File: config.mk
export PLATFORM = sky130hd
export DESIGN_NAME = epoch_reclamation_tracker
export DESIGN_NICKNAME = d
export VERILOG_FILES = /design/src/hw/rtl/ert_pkg.sv /design/src/hw/rtl/epoch_reclamation_tracker.sv /design/src/hw/rtl/ert_ram.sv /design/src/hw/rtl/ert_front.sv /design/src/hw/rtl/ert_back.sv
export SDC_FILE = /design/constraint.sdc
export NUM_CORES = 2
export LEC_CHECK = 0
export BUFFER_PORTS_ARGS = -buffer_cell sky130_fd_sc_hd__buf_4
export CORE_MARGIN = 2
export CORE_UTILIZATION = 52
export DETAILED_ROUTE_END_ITERATION = 10
export PLACE_DENSITY = 0.78
export SLEW_MARGIN = 20
export SYNTH_ARGS = -nofsm -noshare
export SYNTH_HDL_FRONTEND = slang
export SYNTH_HIERARCHICAL = 1
export SYNTH_SLANG_ARGS = --single-unit
File: constraint.sdc
create_clock -name clk -period 9.6 [get_ports clk]
set_input_delay 1.44 -clock clk [delete_from_list [all_inputs] [get_ports clk]]
set_output_delay 1.44 -clock clk [all_outputs]
set_load 0.01 [all_outputs]
File: src/hw/rtl/ert_pkg.sv
// Types and constants for the epoch reclamation tracker.
package ert_pkg;
  localparam int THREADS_DEF      = 128;
  localparam int BIN_DEPTH_DEF    = 32;
  localparam int HANDLE_WIDTH_DEF = 32;
  localparam int EPOCH_W          = 32;
  localparam int TID_W            = 7;
  localparam int HANDLE_PORT_W    = 32;
  localparam int CFG_W            = 8;
  localparam int EPOCH_BINS       = 3;

  typedef enum logic [1:0] {
    OP_ENTER   = 2'd0,
    OP_EXIT    = 2'd1,
    OP_RETIRE  = 2'd2,
    OP_ADVANCE = 2'd3
  } op_t;

  typedef enum logic [1:0] {
    ST_OK          = 2'd0,
    ST_RETIRE_FULL = 2'd1,
    ST_ADV_REFUSED = 2'd2
  } status_t;

  // One classified request waiting in the queue.
  typedef struct packed {
    op_t                      op;
    logic [TID_W-1:0]         tid;
    logic [HANDLE_PORT_W-1:0] handle;
  } req_t;

  // Queue head as seen by the back end.
  typedef struct packed {
    logic valid;
    req_t req;
  } q_head_t;

  // Back end to front end control.
  typedef struct packed {
    logic pop;
    logic clr_done;
  } back_ctl_t;
endpackage

File: src/hw/rtl/epoch_reclamation_tracker.sv
// Top level of the three-epoch reclamation tracker.
// Enter, exit and retire requests are carried out by the back end once at
// the queue head; a two-entry request queue decouples the input side.
// A try-advance request scans the thread table through its one read port,
// one thread per cycle, over the smaller of the configured thread count
// and THREADS. When no active thread lags behind the epoch, it advances
// the epoch and reads each reclaimed handle from the bin memory.
// After reset a clearing pass marks every thread inactive; no request is
// accepted until it finishes, while configuration writes are taken at
// any time.
module epoch_reclamation_tracker #(
  parameter int THREADS      = ert_pkg::THREADS_DEF,
  parameter int BIN_DEPTH    = ert_pkg::BIN_DEPTH_DEF,
  parameter int HANDLE_WIDTH = ert_pkg::HANDLE_WIDTH_DEF
) (
  input  logic                              clk,
  input  logic                              rst_n,
  input  logic                              cfg_valid,
  output logic                              cfg_ready,
  input  logic [ert_pkg::CFG_W-1:0]         cfg_data,
  input  logic                              in_valid,
  output logic                              in_ready,
  input  logic [1:0]                        in_mode,
  input  logic [ert_pkg::TID_W-1:0]         in_thread_id,
  input  logic [ert_pkg::HANDLE_PORT_W-1:0] in_handle,
  output logic                              out_valid,
  input  logic                              out_ready,
  output logic [1:0]                        out_status,
  output logic                              out_advanced,
  output logic                              out_freed_valid,
  output logic [ert_pkg::HANDLE_PORT_W-1:0] out_freed_handle,
  output logic [ert_pkg::EPOCH_W-1:0]       out_epoch_now,
  output logic                              out_last
);
  import ert_pkg::*;

  q_head_t   head;
  back_ctl_t ctl;

  ert_front u_front (
    .clk, .rst_n, .in_valid, .in_ready, .in_mode, .in_thread_id, .in_handle,
    .ctl, .head
  );

  ert_back #(
    .THREADS(THREADS), .BIN_DEPTH(BIN_DEPTH), .HANDLE_WIDTH(HANDLE_WIDTH)
  ) u_back (
    .clk, .rst_n, .cfg_valid, .cfg_ready, .cfg_data, .head, .ctl,
    .out_valid, .out_ready, .out_status, .out_advanced, .out_freed_valid,
    .out_freed_handle, .out_epoch_now, .out_last
  );
endmodule

File: src/hw/rtl/ert_ram.sv
// Generic single write, single read RAM with registered read data.
module ert_ram #(
  parameter int WIDTH = 8,
  parameter int DEPTH = 16,
  parameter int AW    = (DEPTH > 1) ? $clog2(DEPTH) : 1
) (
  input  logic             clk,
  input  logic             we,
  input  logic [AW-1:0]    waddr,
  input  logic [WIDTH-1:0] wdata,
  input  logic             re,
  input  logic [AW-1:0]    raddr,
  output logic [WIDTH-1:0] rdata
);
  logic [WIDTH-1:0] mem [DEPTH];
  logic [WIDTH-1:0] rdata_r;

  // Write port and registered read port.
  always_ff @(posedge clk) begin
    if (we) begin
      mem[waddr] <= wdata;
    end
    if (re) begin
      rdata_r <= mem[raddr];
    end
  end

  assign rdata = rdata_r;
endmodule

File: src/hw/rtl/ert_front.sv
// Front end: accepts requests, classifies the mode and queues them.
module ert_front (
  input  logic                              clk,
  input  logic                              rst_n,
  input  logic                              in_valid,
  output logic                              in_ready,
  input  logic [1:0]                        in_mode,
  input  logic [ert_pkg::TID_W-1:0]         in_thread_id,
  input  logic [ert_pkg::HANDLE_PORT_W-1:0] in_handle,
  input  ert_pkg::back_ctl_t                ctl,
  output ert_pkg::q_head_t                  head
);
  import ert_pkg::*;

  req_t       q_r [2];
  logic       wptr_r, wptr_nxt;
  logic       rptr_r, rptr_nxt;
  logic [1:0] cnt_r, cnt_nxt;
  logic       push;
  logic       pop;
  req_t       req_in;

  // Classify the incoming request; the mode field maps directly onto the operation codes.
  always_comb begin
    req_in.tid    = in_thread_id;
    req_in.handle = in_handle;
    req_in.op     = op_t'(in_mode);
  end

  // No request is taken while the thread table is being cleared.
  assign in_ready = (cnt_r != 2'd2) && ctl.clr_done;
  assign push     = in_valid && in_ready;
  assign pop      = ctl.pop && (cnt_r != 2'd0);

  // Pointer and count update.
  always_comb begin
    wptr_nxt = push ? ~wptr_r : wptr_r;
    rptr_nxt = pop ? ~rptr_r : rptr_r;
    cnt_nxt  = cnt_r + {1'b0, push} - {1'b0, pop};
  end

  always_ff @(posedge clk) begin
    if (!rst_n) begin
      wptr_r <= 1'b0;
      rptr_r <= 1'b0;
      cnt_r  <= 2'd0;
    end else begin
      wptr_r <= wptr_nxt;
      rptr_r <= rptr_nxt;
      cnt_r  <= cnt_nxt;
    end
  end

  // Queue storage.
  always_ff @(posedge clk) begin
    if (push) begin
      q_r[wptr_r] <= req_in;
    end
  end

  assign head.valid = (cnt_r != 2'd0);
  assign head.req   = q_r[rptr_r];
endmodule

File: src/hw/rtl/ert_back.sv
// Back end: thread table, epoch, retire bins, scan and drain sequencer.
module ert_back #(
  parameter int THREADS      = ert_pkg::THREADS_DEF,
  parameter int BIN_DEPTH    = ert_pkg::BIN_DEPTH_DEF,
  parameter int HANDLE_WIDTH = ert_pkg::HANDLE_WIDTH_DEF
) (
  input  logic                              clk,
  input  logic                              rst_n,
  input  logic                              cfg_valid,
  output logic                              cfg_ready,
  input  logic [ert_pkg::CFG_W-1:0]         cfg_data,
  input  ert_pkg::q_head_t                  head,
  output ert_pkg::back_ctl_t                ctl,
  output logic                              out_valid,
  input  logic                              out_ready,
  output logic [1:0]                        out_status,
  output logic                              out_advanced,
  output logic                              out_freed_valid,
  output logic [ert_pkg::HANDLE_PORT_W-1:0] out_freed_handle,
  output logic [ert_pkg::EPOCH_W-1:0]       out_epoch_now,
  output logic                              out_last
);
  import ert_pkg::*;

  localparam int TA_W   = (THREADS > 1) ? $clog2(THREADS) : 1;
  localparam int NW     = $clog2(THREADS + 1);
  localparam int FW     = $clog2(BIN_DEPTH + 1);
  localparam int BDEPTH = EPOCH_BINS * BIN_DEPTH;
  localparam int BA_W   = $clog2(BDEPTH);
  localparam int SW     = (HANDLE_WIDTH < HANDLE_PORT_W) ? HANDLE_WIDTH : HANDLE_PORT_W;

  typedef enum logic [3:0] {
    S_CLEAR = 4'b0001,
    S_IDLE  = 4'b0010,
    S_SCAN  = 4'b0100,
    S_DRAIN = 4'b1000
  } state_t;

  state_t               state_r, state_nxt;
  logic [TA_W-1:0]      clr_idx_r, clr_idx_nxt;
  logic [EPOCH_W-1:0]   epoch_r, epoch_nxt;
  logic [1:0]           emod3_r, emod3_nxt;
  logic                 matured_r, matured_nxt;
  logic [FW-1:0]        fill_r [EPOCH_BINS];
  logic [FW-1:0]        fill_nxt [EPOCH_BINS];
  logic [NW-1:0]        scan_idx_r, scan_idx_nxt;
  logic [NW-1:0]        scan_n_r, scan_n_nxt;
  logic                 chk_vld_r, chk_vld_nxt;
  logic [1:0]           bin_r, bin_nxt;
  logic [FW-1:0]        cnt_r, cnt_nxt;
  logic [FW-1:0]        j_r, j_nxt;
  logic                 rd_pend_r, rd_pend_nxt;
  logic [CFG_W-1:0]     act_thr_r;

  logic                 t_we, t_re;
  logic [TA_W-1:0]      t_waddr, t_raddr;
  logic [2:0]           t_wdata, t_rdata;
  logic                 b_we, b_re;
  logic [BA_W-1:0]      b_waddr, b_raddr;
  logic [SW-1:0]        b_wdata, b_rdata;
  logic [BA_W-1:0]      base_cur, base_bin;

  logic                 out_valid_r;
  logic [1:0]           out_status_r;
  logic                 out_adv_r, out_fv_r, out_last_r;
  logic [SW-1:0]        out_fh_r;
  logic [EPOCH_W-1:0]   out_epoch_r;
  logic                 out_free, out_ld;
  status_t              ld_status;
  logic                 ld_adv, ld_fv, ld_last;
  logic [SW-1:0]        ld_fh;
  logic                 tid_ok, lag;

  ert_ram #(.WIDTH(3), .DEPTH(THREADS), .AW(TA_W)) u_thr_ram (
    .clk(clk), .we(t_we), .waddr(t_waddr), .wdata(t_wdata),
    .re(t_re), .raddr(t_raddr), .rdata(t_rdata)
  );

  ert_ram #(.WIDTH(SW), .DEPTH(BDEPTH), .AW(BA_W)) u_bin_ram (
    .clk(clk), .we(b_we), .waddr(b_waddr), .wdata(b_wdata),
    .re(b_re), .raddr(b_raddr), .rdata(b_rdata)
  );

  // Configuration register, always ready.
  assign cfg_ready = 1'b1;
  always_ff @(posedge clk) begin
    if (!rst_n) begin
      act_thr_r <= '0;
    end else if (cfg_valid) begin
      act_thr_r <= cfg_data;
    end
  end

  // Bin base addresses in the shared bin memory.
  always_comb begin
    case (emod3_r)
      2'd0:    base_cur = '0;
      2'd1:    base_cur = BA_W'(BIN_DEPTH);
      default: base_cur = BA_W'(2 * BIN_DEPTH);
    endcase
    case (bin_r)
      2'd0:    base_bin = '0;
      2'd1:    base_bin = BA_W'(BIN_DEPTH);
      default: base_bin = BA_W'(2 * BIN_DEPTH);
    endcase
  end

  assign out_free = !out_valid_r || out_ready;
  assign tid_ok   = (32'(head.req.tid) < THREADS);
  assign lag      = t_rdata[2] && (t_rdata[1:0] != epoch_r[1:0]);

  // Sequencer.
  always_comb begin
    state_nxt    = state_r;
    clr_idx_nxt  = clr_idx_r;
    epoch_nxt    = epoch_r;
    emod3_nxt    = emod3_r;
    matured_nxt  = matured_r;
    fill_nxt     = fill_r;
    scan_idx_nxt = scan_idx_r;
    scan_n_nxt   = scan_n_r;
    chk_vld_nxt  = chk_vld_r;
    bin_nxt      = bin_r;
    cnt_nxt      = cnt_r;
    j_nxt        = j_r;
    rd_pend_nxt  = rd_pend_r;
    ctl.pop      = 1'b0;
    ctl.clr_done = (state_r != S_CLEAR);
    t_we         = 1'b0;
    t_waddr      = TA_W'(head.req.tid);
    t_wdata      = '0;
    t_re         = 1'b0;
    t_raddr      = scan_idx_r[TA_W-1:0];
    b_we         = 1'b0;
    b_waddr      = base_cur + BA_W'(fill_r[emod3_r]);
    b_wdata      = head.req.handle[SW-1:0];
    b_re         = 1'b0;
    b_raddr      = base_bin + BA_W'(j_r);
    out_ld       = 1'b0;
    ld_status    = ST_OK;
    ld_adv       = 1'b0;
    ld_fv        = 1'b0;
    ld_fh        = '0;
    ld_last      = 1'b1;

    case (state_r)
      // Sweep the thread table to inactive after reset.
      S_CLEAR: begin
        t_we    = 1'b1;
        t_waddr = clr_idx_r;
        t_wdata = '0;
        if (clr_idx_r == TA_W'(THREADS - 1)) begin
          state_nxt = S_IDLE;
        end else begin
          clr_idx_nxt = clr_idx_r + TA_W'(1);
        end
      end
      // Carry out the request at the queue head.
      S_IDLE: begin
        if (head.valid && out_free) begin
          ctl.pop = 1'b1;
          case (head.req.op)
            OP_ENTER, OP_EXIT: begin
              t_we    = tid_ok;
              t_wdata = {(head.req.op == OP_ENTER), epoch_r[1:0]};
              out_ld  = 1'b1;
            end
            OP_RETIRE: begin
              out_ld = 1'b1;
              if (32'(fill_r[emod3_r]) >= BIN_DEPTH) begin
                ld_status = ST_RETIRE_FULL;
              end else begin
                b_we              = 1'b1;
                fill_nxt[emod3_r] = fill_r[emod3_r] + FW'(1);
              end
            end
            default: begin
              scan_idx_nxt = '0;
              chk_vld_nxt  = 1'b0;
              scan_n_nxt   = (32'(act_thr_r) > THREADS) ? NW'(THREADS) : NW'(act_thr_r);
              state_nxt    = S_SCAN;
            end
          endcase
        end
      end
      // Check one thread per cycle for an active slot behind the epoch.
      S_SCAN: begin
        if (chk_vld_r && lag) begin
          if (out_free) begin
            out_ld      = 1'b1;
            ld_status   = ST_ADV_REFUSED;
            chk_vld_nxt = 1'b0;
            state_nxt   = S_IDLE;
          end
        end else if (scan_idx_r < scan_n_r) begin
          t_re         = 1'b1;
          scan_idx_nxt = scan_idx_r + NW'(1);
          chk_vld_nxt  = 1'b1;
        end else if (chk_vld_r) begin
          chk_vld_nxt = 1'b0;
        end else begin
          // Scan passed: advance the epoch and pick the bin to reclaim.
          epoch_nxt   = epoch_r + EPOCH_W'(1);
          emod3_nxt   = (&epoch_r) ? 2'd0 : ((emod3_r == 2'd2) ? 2'd0 : emod3_r + 2'd1);
          matured_nxt = matured_r || (epoch_nxt >= EPOCH_W'(EPOCH_BINS));
          bin_nxt     = emod3_nxt;
          cnt_nxt     = matured_nxt ? fill_r[emod3_nxt] : '0;
          j_nxt       = '0;
          rd_pend_nxt = 1'b0;
          state_nxt   = S_DRAIN;
        end
      end
      // Emit the reclaimed handles in order, one read per result.
      S_DRAIN: begin
        ld_adv = 1'b1;
        if (cnt_r == '0) begin
          if (out_free) begin
            out_ld    = 1'b1;
            state_nxt = S_IDLE;
          end
        end else if (rd_pend_r) begin
          out_ld      = 1'b1;
          ld_fv       = 1'b1;
          ld_fh       = b_rdata;
          ld_last     = (j_r + FW'(1) == cnt_r);
          rd_pend_nxt = 1'b0;
          j_nxt       = j_r + FW'(1);
          if (ld_last) begin
            fill_nxt[bin_r] = '0;
            state_nxt       = S_IDLE;
          end
        end else if (out_free) begin
          b_re        = 1'b1;
          rd_pend_nxt = 1'b1;
        end
      end
      default: begin
        state_nxt = S_IDLE;
      end
    endcase
  end

  // Control state.
  always_ff @(posedge clk) begin
    if (!rst_n) begin
      state_r     <= S_CLEAR;
      clr_idx_r   <= '0;
      epoch_r     <= '0;
      emod3_r     <= 2'd0;
      matured_r   <= 1'b0;
      fill_r      <= '{default: '0};
      scan_idx_r  <= '0;
      scan_n_r    <= '0;
      chk_vld_r   <= 1'b0;
      bin_r       <= 2'd0;
      cnt_r       <= '0;
      j_r         <= '0;
      rd_pend_r   <= 1'b0;
      out_valid_r <= 1'b0;
    end else begin
      state_r     <= state_nxt;
      clr_idx_r   <= clr_idx_nxt;
      epoch_r     <= epoch_nxt;
      emod3_r     <= emod3_nxt;
      matured_r   <= matured_nxt;
      fill_r      <= fill_nxt;
      scan_idx_r  <= scan_idx_nxt;
      scan_n_r    <= scan_n_nxt;
      chk_vld_r   <= chk_vld_nxt;
      bin_r       <= bin_nxt;
      cnt_r       <= cnt_nxt;
      j_r         <= j_nxt;
      rd_pend_r   <= rd_pend_nxt;
      if (out_ld) begin
        out_valid_r <= 1'b1;
      end else if (out_ready) begin
        out_valid_r <= 1'b0;
      end
    end
  end

  // Result register payload.
  always_ff @(posedge clk) begin
    if (out_ld) begin
      out_status_r <= ld_status;
      out_adv_r    <= ld_adv;
      out_fv_r     <= ld_fv;
      out_fh_r     <= ld_fh;
      out_epoch_r  <= epoch_r;
      out_last_r   <= ld_last;
    end
  end

  assign out_valid        = out_valid_r;
  assign out_status       = out_status_r;
  assign out_advanced     = out_adv_r;
  assign out_freed_valid  = out_fv_r;
  assign out_freed_handle = HANDLE_PORT_W'(out_fh_r);
  assign out_epoch_now    = out_epoch_r;
  assign out_last         = out_last_r;
endmodule

# Word-level counts from Yosys, hierarchy flattened
# Memories as Yosys holds them, arrays and structs flattened. A register that Yosys moved wholly into a read port is not among the register bits.
# Index checks and enable logic that the tools add are counted.
[classes] n_addsub=10 magnitude_cmp=7 eq_ne=30 n_mux=96 bitwise=13 n_reduce_logical=32
[ops] op="two-way mux 18 bit" count=6
[ops] op="two-way mux 6 bit" count=11
[ops] op="two-way mux 1 bit" count=40
[ops] op="two-way mux 4 bit" count=10
[ops] op="two-way mux 8 bit" count=5
[ops] op="one-hot mux 18 bit (2 select lines)" count=1
[ops] op="adder 32 x 1 -> 32 bit (second input constant)" count=1
[ops] op=">= comparator 32 x 2 -> 1 bit (second input constant)" count=1
[ops] op="AND reduction 32 bit" count=1
[ops] op="binary-select mux 6 bit (select 2 bit)" count=2
[ops] op="bitwise AND 18 bit" count=1
[ops] op="bitwise mux 18 bit" count=1
[ops] op="NOT 18 bit" count=1
[ops] op="one-hot mux 4 bit (4 select lines)" count=1
[ops] op="one-hot mux 8 bit (2 select lines)" count=1
[ops] op="adder 7 x 6 -> 7 bit" count=2
[ops] op="inequality test 2 bit (second input constant)" count=7
[ops] op="one-hot mux 7 bit (2 select lines)" count=1
[ops] op="AND reduction 7 bit" count=2
[ops] op="adder 6 x 1 -> 6 bit (second input constant)" count=2
[ops] op="demux 6 bit (select 2 bit)" count=1
[ops] op="two-way mux 2 bit" count=6
[ops] op="inequality test 2 x 1 -> 1 bit (second input constant)" count=6
[ops] op="one-hot mux 6 bit (2 select lines)" count=1
[ops] op="43 further kinds" count=77
[totals] ff_bits=176 mem_bits_rw=3538 inputBits=54 output_inout_bits=72 word_cells=216 n_memories=3
[memory_table] name="u_back.u_bin_ram.mem" depth=96 width=32 rd=1 rd_ports_with_merged_regs=1 wr=1 line="ert_ram.sv:15" source="logic [WIDTH-1:0] mem [DEPTH];"
[memory_table] name="u_back.u_thr_ram.mem" depth=128 width=3 rd=1 rd_ports_with_merged_regs=1 wr=1 line="ert_ram.sv:15"
[memory_table] name="u_front.q_r" depth=2 width=41 rd=1 rd_ports_with_merged_regs=1 wr=1 line="ert_front.sv:15" source="req_t q_r [2];"

# Depth between registers and ports, before layout
[logic_depth] depth_word=11 mapped_depth=12 depth_no_buf=10

# Hierarchy
# Netlist, hierarchy kept.
[by_module_without_submodules] module="ert_ram (u_back.u_bin_ram)" instances=1 cells_per_inst=5476 area_each_um2=119475.8 seq_area_each_um2=93209.4
[by_module_without_submodules] module="ert_ram (u_back.u_thr_ram)" instances=1 cells_per_inst=728 area_each_um2=15383.5 seq_area_each_um2=11621.1
[by_module_without_submodules] module="ert_back" instances=1 cells_per_inst=910 area_each_um2=8560.7 seq_area_each_um2=4134.0
[by_module_without_submodules] module="ert_front" instances=1 cells_per_inst=153 area_each_um2=3407.0 seq_area_each_um2=2562.5

# Least setup slack after synthesis
# OpenSTA, ideal clock, no wires.
[synth_timing] kind="input port to flip-flop" start="in out_ready" end="mem u_back.u_thr_ram.mem[0][1] (data pin)" setup_ns=1.213 arrival_time_ns=7.011 required_time_ns=8.387 setup_slack_ns=1.376 path_stages=3 path_buffers=0 path_cell_list="nand2b_1 -> nand3_1 -> nor3b_1"
[synth_between] elab_chain_len=4
[synth_rtl] item="start, declared" line="epoch_reclamation_tracker.sv:27" source="input logic out_ready,"
[synth_rtl] item="logical OR 1 bit" line="ert_back.sv:108" source="assign out_free = !out_valid_r || out_ready;"
[synth_rtl] item="logical AND 1 bit" line="ert_back.sv:160" source="if (head.valid && out_free) begin"
[synth_rtl] item="two-way mux 3 bit" line="ert_back.sv:160"
[synth_rtl] item="two-way mux 3 bit" line="ert_back.sv:146" source="case (state_r)"
[synth_rtl] item="named net u_back.t_wdata[1]" line="ert_back.sv:57" source="logic [2:0] t_wdata, t_rdata;"
[synth_rtl] item="end, declared" line="ert_ram.sv:15"
# The timed path passes the listed nets, and every way through them passes these cells.

==> metrics.txt <==
Slew Viols, Final=0; FF+latch count, synth=3,750; Critical Path Max Stage Delay=1.23 ns; gpl congestion=0.987; Mapped Nets=7,337; critical path type=reg2reg; Post-Place Cells=10,900; RSZ-0062 raised after global routing=no; Syn Std Cell Area=147,000 µm²; Main synth FF type=edfxtp_1; Layout area overhead=12.2%; die area=287,000 µm²; Synth Area in Simple Gates=3.34%; asr flop ratio synth=0%; initial antenna violation count=37; root buffer cell=clkbuf_16; router iterations before antenna repair=6; critical path capture point type=flip-flop; Lkg Pwr=50.5 nW; minimum clock period after layout=5.56 ns; Slew @ Worst Pin=1.27 ns; Num CTS Buffers=360; Post-Synth Adder-Cell Area=0.136%; Layout Utilization=58.5%; vias=78,100; Routed Antenna Nets=0; Peak VDD IR=0.000174 V; vias in the first global route=76,200; post-cts hold buffer count=0; most common cell in the netlist=edfxtp_1; Clock Path Buffers=4; TritonCTS clock tree=yes; HP Class=reg2reg; area occupied by multi-input gates=33,500 µm²; post-route clock period utilization=57.9%; die extent in x=535 µm; final WL=402 mm; share of layout cells above drive strength 1=22.7%; Critical Path RT=10.14 ns; post-synthesis sequential area ratio=76.0%; Die Y=535 µm; crit path DAT=6.10 ns; Power Density=213 nW/µm²; WP buf/inv=2; Reg area=112,000 µm²; Residual DRC=0; r2r setup slk=4.04 ns; multiplexer area fraction after synthesis=15.1%; htree depth=5; Distinct cells, synth=87; first-pass GRT wire length=560 mm; crit path cell chain=buf_4 -> mux2_4 -> or4b_1 -> inv_1 -> nor2b_1 -> nand3_2 -> nor2_4; critical path fanouts, max=36; final setup fails=0; GR Overflow Total=0; number of post-CTS setup repair buffers=0; startpoint types=flip-flop; Compound-Gate Fraction of Synth Area=3.46%; final clock skew=0.0928 ns; master of the slowest instance on the critical path=nor2_4; largest family of logic cells by synthesized area=multiplexers; synth top area cells=edfxtp_1, mux4_2, mux2i_1, dfxtp_1, a22oi_1; status=finished, final reports clean; wire per inst=34.7 µm; Setup TNS=0 ns; Fmax=0.180 GHz; # resized after CTS=0; Clock Latency Late Sink=0.96 ns; # port buffers=124; IO Count=126; CTS sink count=3,750; Yosys top cell by area=edfxtp_1; Final Hold Fails=0; detailed placement HPWL=239 mm; max-cap violations=0; Synth Area per Inst=20.2 µm²; Post-synth EDFFs=3,642; crit-path leading delay family=simple AND/OR/NAND/NOR gates; Core Region=282,000 µm²; via/cell ratio=6.74; std cell rows=195; Initial Utilization=52.1%; Layout fillers=19,200; synth cell count leaders=edfxtp_1, mux4_2, mux2i_1; Slew Limit Headroom=14.2%; number of warnings issued by yosys=6; largest net degree at the start of global routing=109; Non-Filler Instances=11,600; Synth Instances=7,267; fin nets=7,610; Overall Global Routing Usage=27.5%; clk slew on worst S/H paths=0.06 ns; Post-Synth XOR/XNOR Area=0.218%; initial drt markers=13,400; Synth top area share=74.5%
## final cells by class
type	instances	share of cell area (%)
repair buffers	314	1.96
flip-flops and latches	3750	67.7
clock inverters	210	1.36
well taps	3743	2.84
multi-input cells	3085	20.3
inverters	29	0.0668
diodes	17	0.0258
clock buffers	433	5.72
## kinds of logic after synthesis
| kind of cell | Yosys count |
|---|---|
| buffers and inverters | 432 |
| AOI/OAI and AO/OA | 731 |
| and+or+nand+nor | 1010 |
| xor gates and xnor gates | 35 |
| adders and majority gates | 16 |
| muxes | 1292 |
| other | 1 |
| DFF | 3750 |
## worst min-delay path, delay by kind of cell (launching register included)
family	cells	cell delay [ns]
flops	1	0.33
simple gates	1	0.07
compound gates	1	0.06
## registers in the layout, summed over array words and instances (netlist names), 8 cells and up, named ones only
name,cells
u_back/u_thr_ram/mem,384
u_back/u_bin_ram/mem,3072
u_back/fill_r,18
u_back/out_freed_handle,32
u_back/scan_n_r,8
u_back/out_epoch_now,32
u_front/q_r,82
u_back/epoch_r,32
u_back/act_thr_r,8
u_back/scan_idx_r,8
u_back/u_bin_ram/rdata,32
## path summary, 6_finish.rpt
kind | start | end | cells after the start
max reg2reg | flip-flop | u_back/u_bin_ram/mem[94][4]$_DFFE_PP_ | 7
min | u_back/scan_n_r[3]$_SDFFE_PN0P_ | u_back/scan_n_r[3]$_SDFFE_PN0P_ | 2
min reg2reg | u_back/scan_n_r[3]$_SDFFE_PN0P_ | u_back/scan_n_r[3]$_SDFFE_PN0P_ | 2
max | flip-flop | u_back/u_bin_ram/mem[94][4]$_DFFE_PP_ | 7
## metal layers
metal | vias to the layer above | GRT usage, % | part of all wire [%]
li1 | 30600 | - | -
met1 | 39900 | 35.2 | 33
met2 | 6266 | 42.0 | 46
met3 | 1251 | 8.41 | 14
met4 | 20 | 15.6 | 6.9
met5 | - | 0 | 0.037
## through the flow
stage | power [mW] | cell area [µm²] | hold WS, ns | setup slack [ns]
after floorplan | 20.1 | 147000 | 0.403 | 1.38
after global placement | 21.1 | 152000 | 0.461 | 3.43
after detailed placement | 21.2 | 152000 | 0.484 | 3.42
after CTS | 35.1 | 164000 | 0.492 | 4.04
after global routing | 35.9 | 165000 | 0.522 | 4.02
final | 35.1 | 165000 | 0.492 | 4.04
## power breakdown
group          switching [mW]  leakage, nW  total, mW  internal [mW]
Combinational            1.80         10.3       2.05          0.251
Clock                    6.12         5.67       14.2           8.10
Sequential             0.0409         34.5       18.8           18.8
## cell usage in the layout (no fill, tap or decap), drive strengths merged, types with 54 or more instances in the layout
| master | instances |
|---|---|
| edfxtp | 3642 |
| dfxtp | 108 |
| mux4 | 712 |
| mux2 | 75 |
| o22ai | 54 |
| a21oi | 155 |
| clkinv | 139 |
| buf | 313 |
| mux2i | 505 |
| nand2 | 212 |
| o21ai | 65 |
| clkbuf | 434 |
| nor2 | 335 |
| a22oi | 218 |
| nand3 | 117 |
No activity file was read; power rests on OpenSTA's default activity.
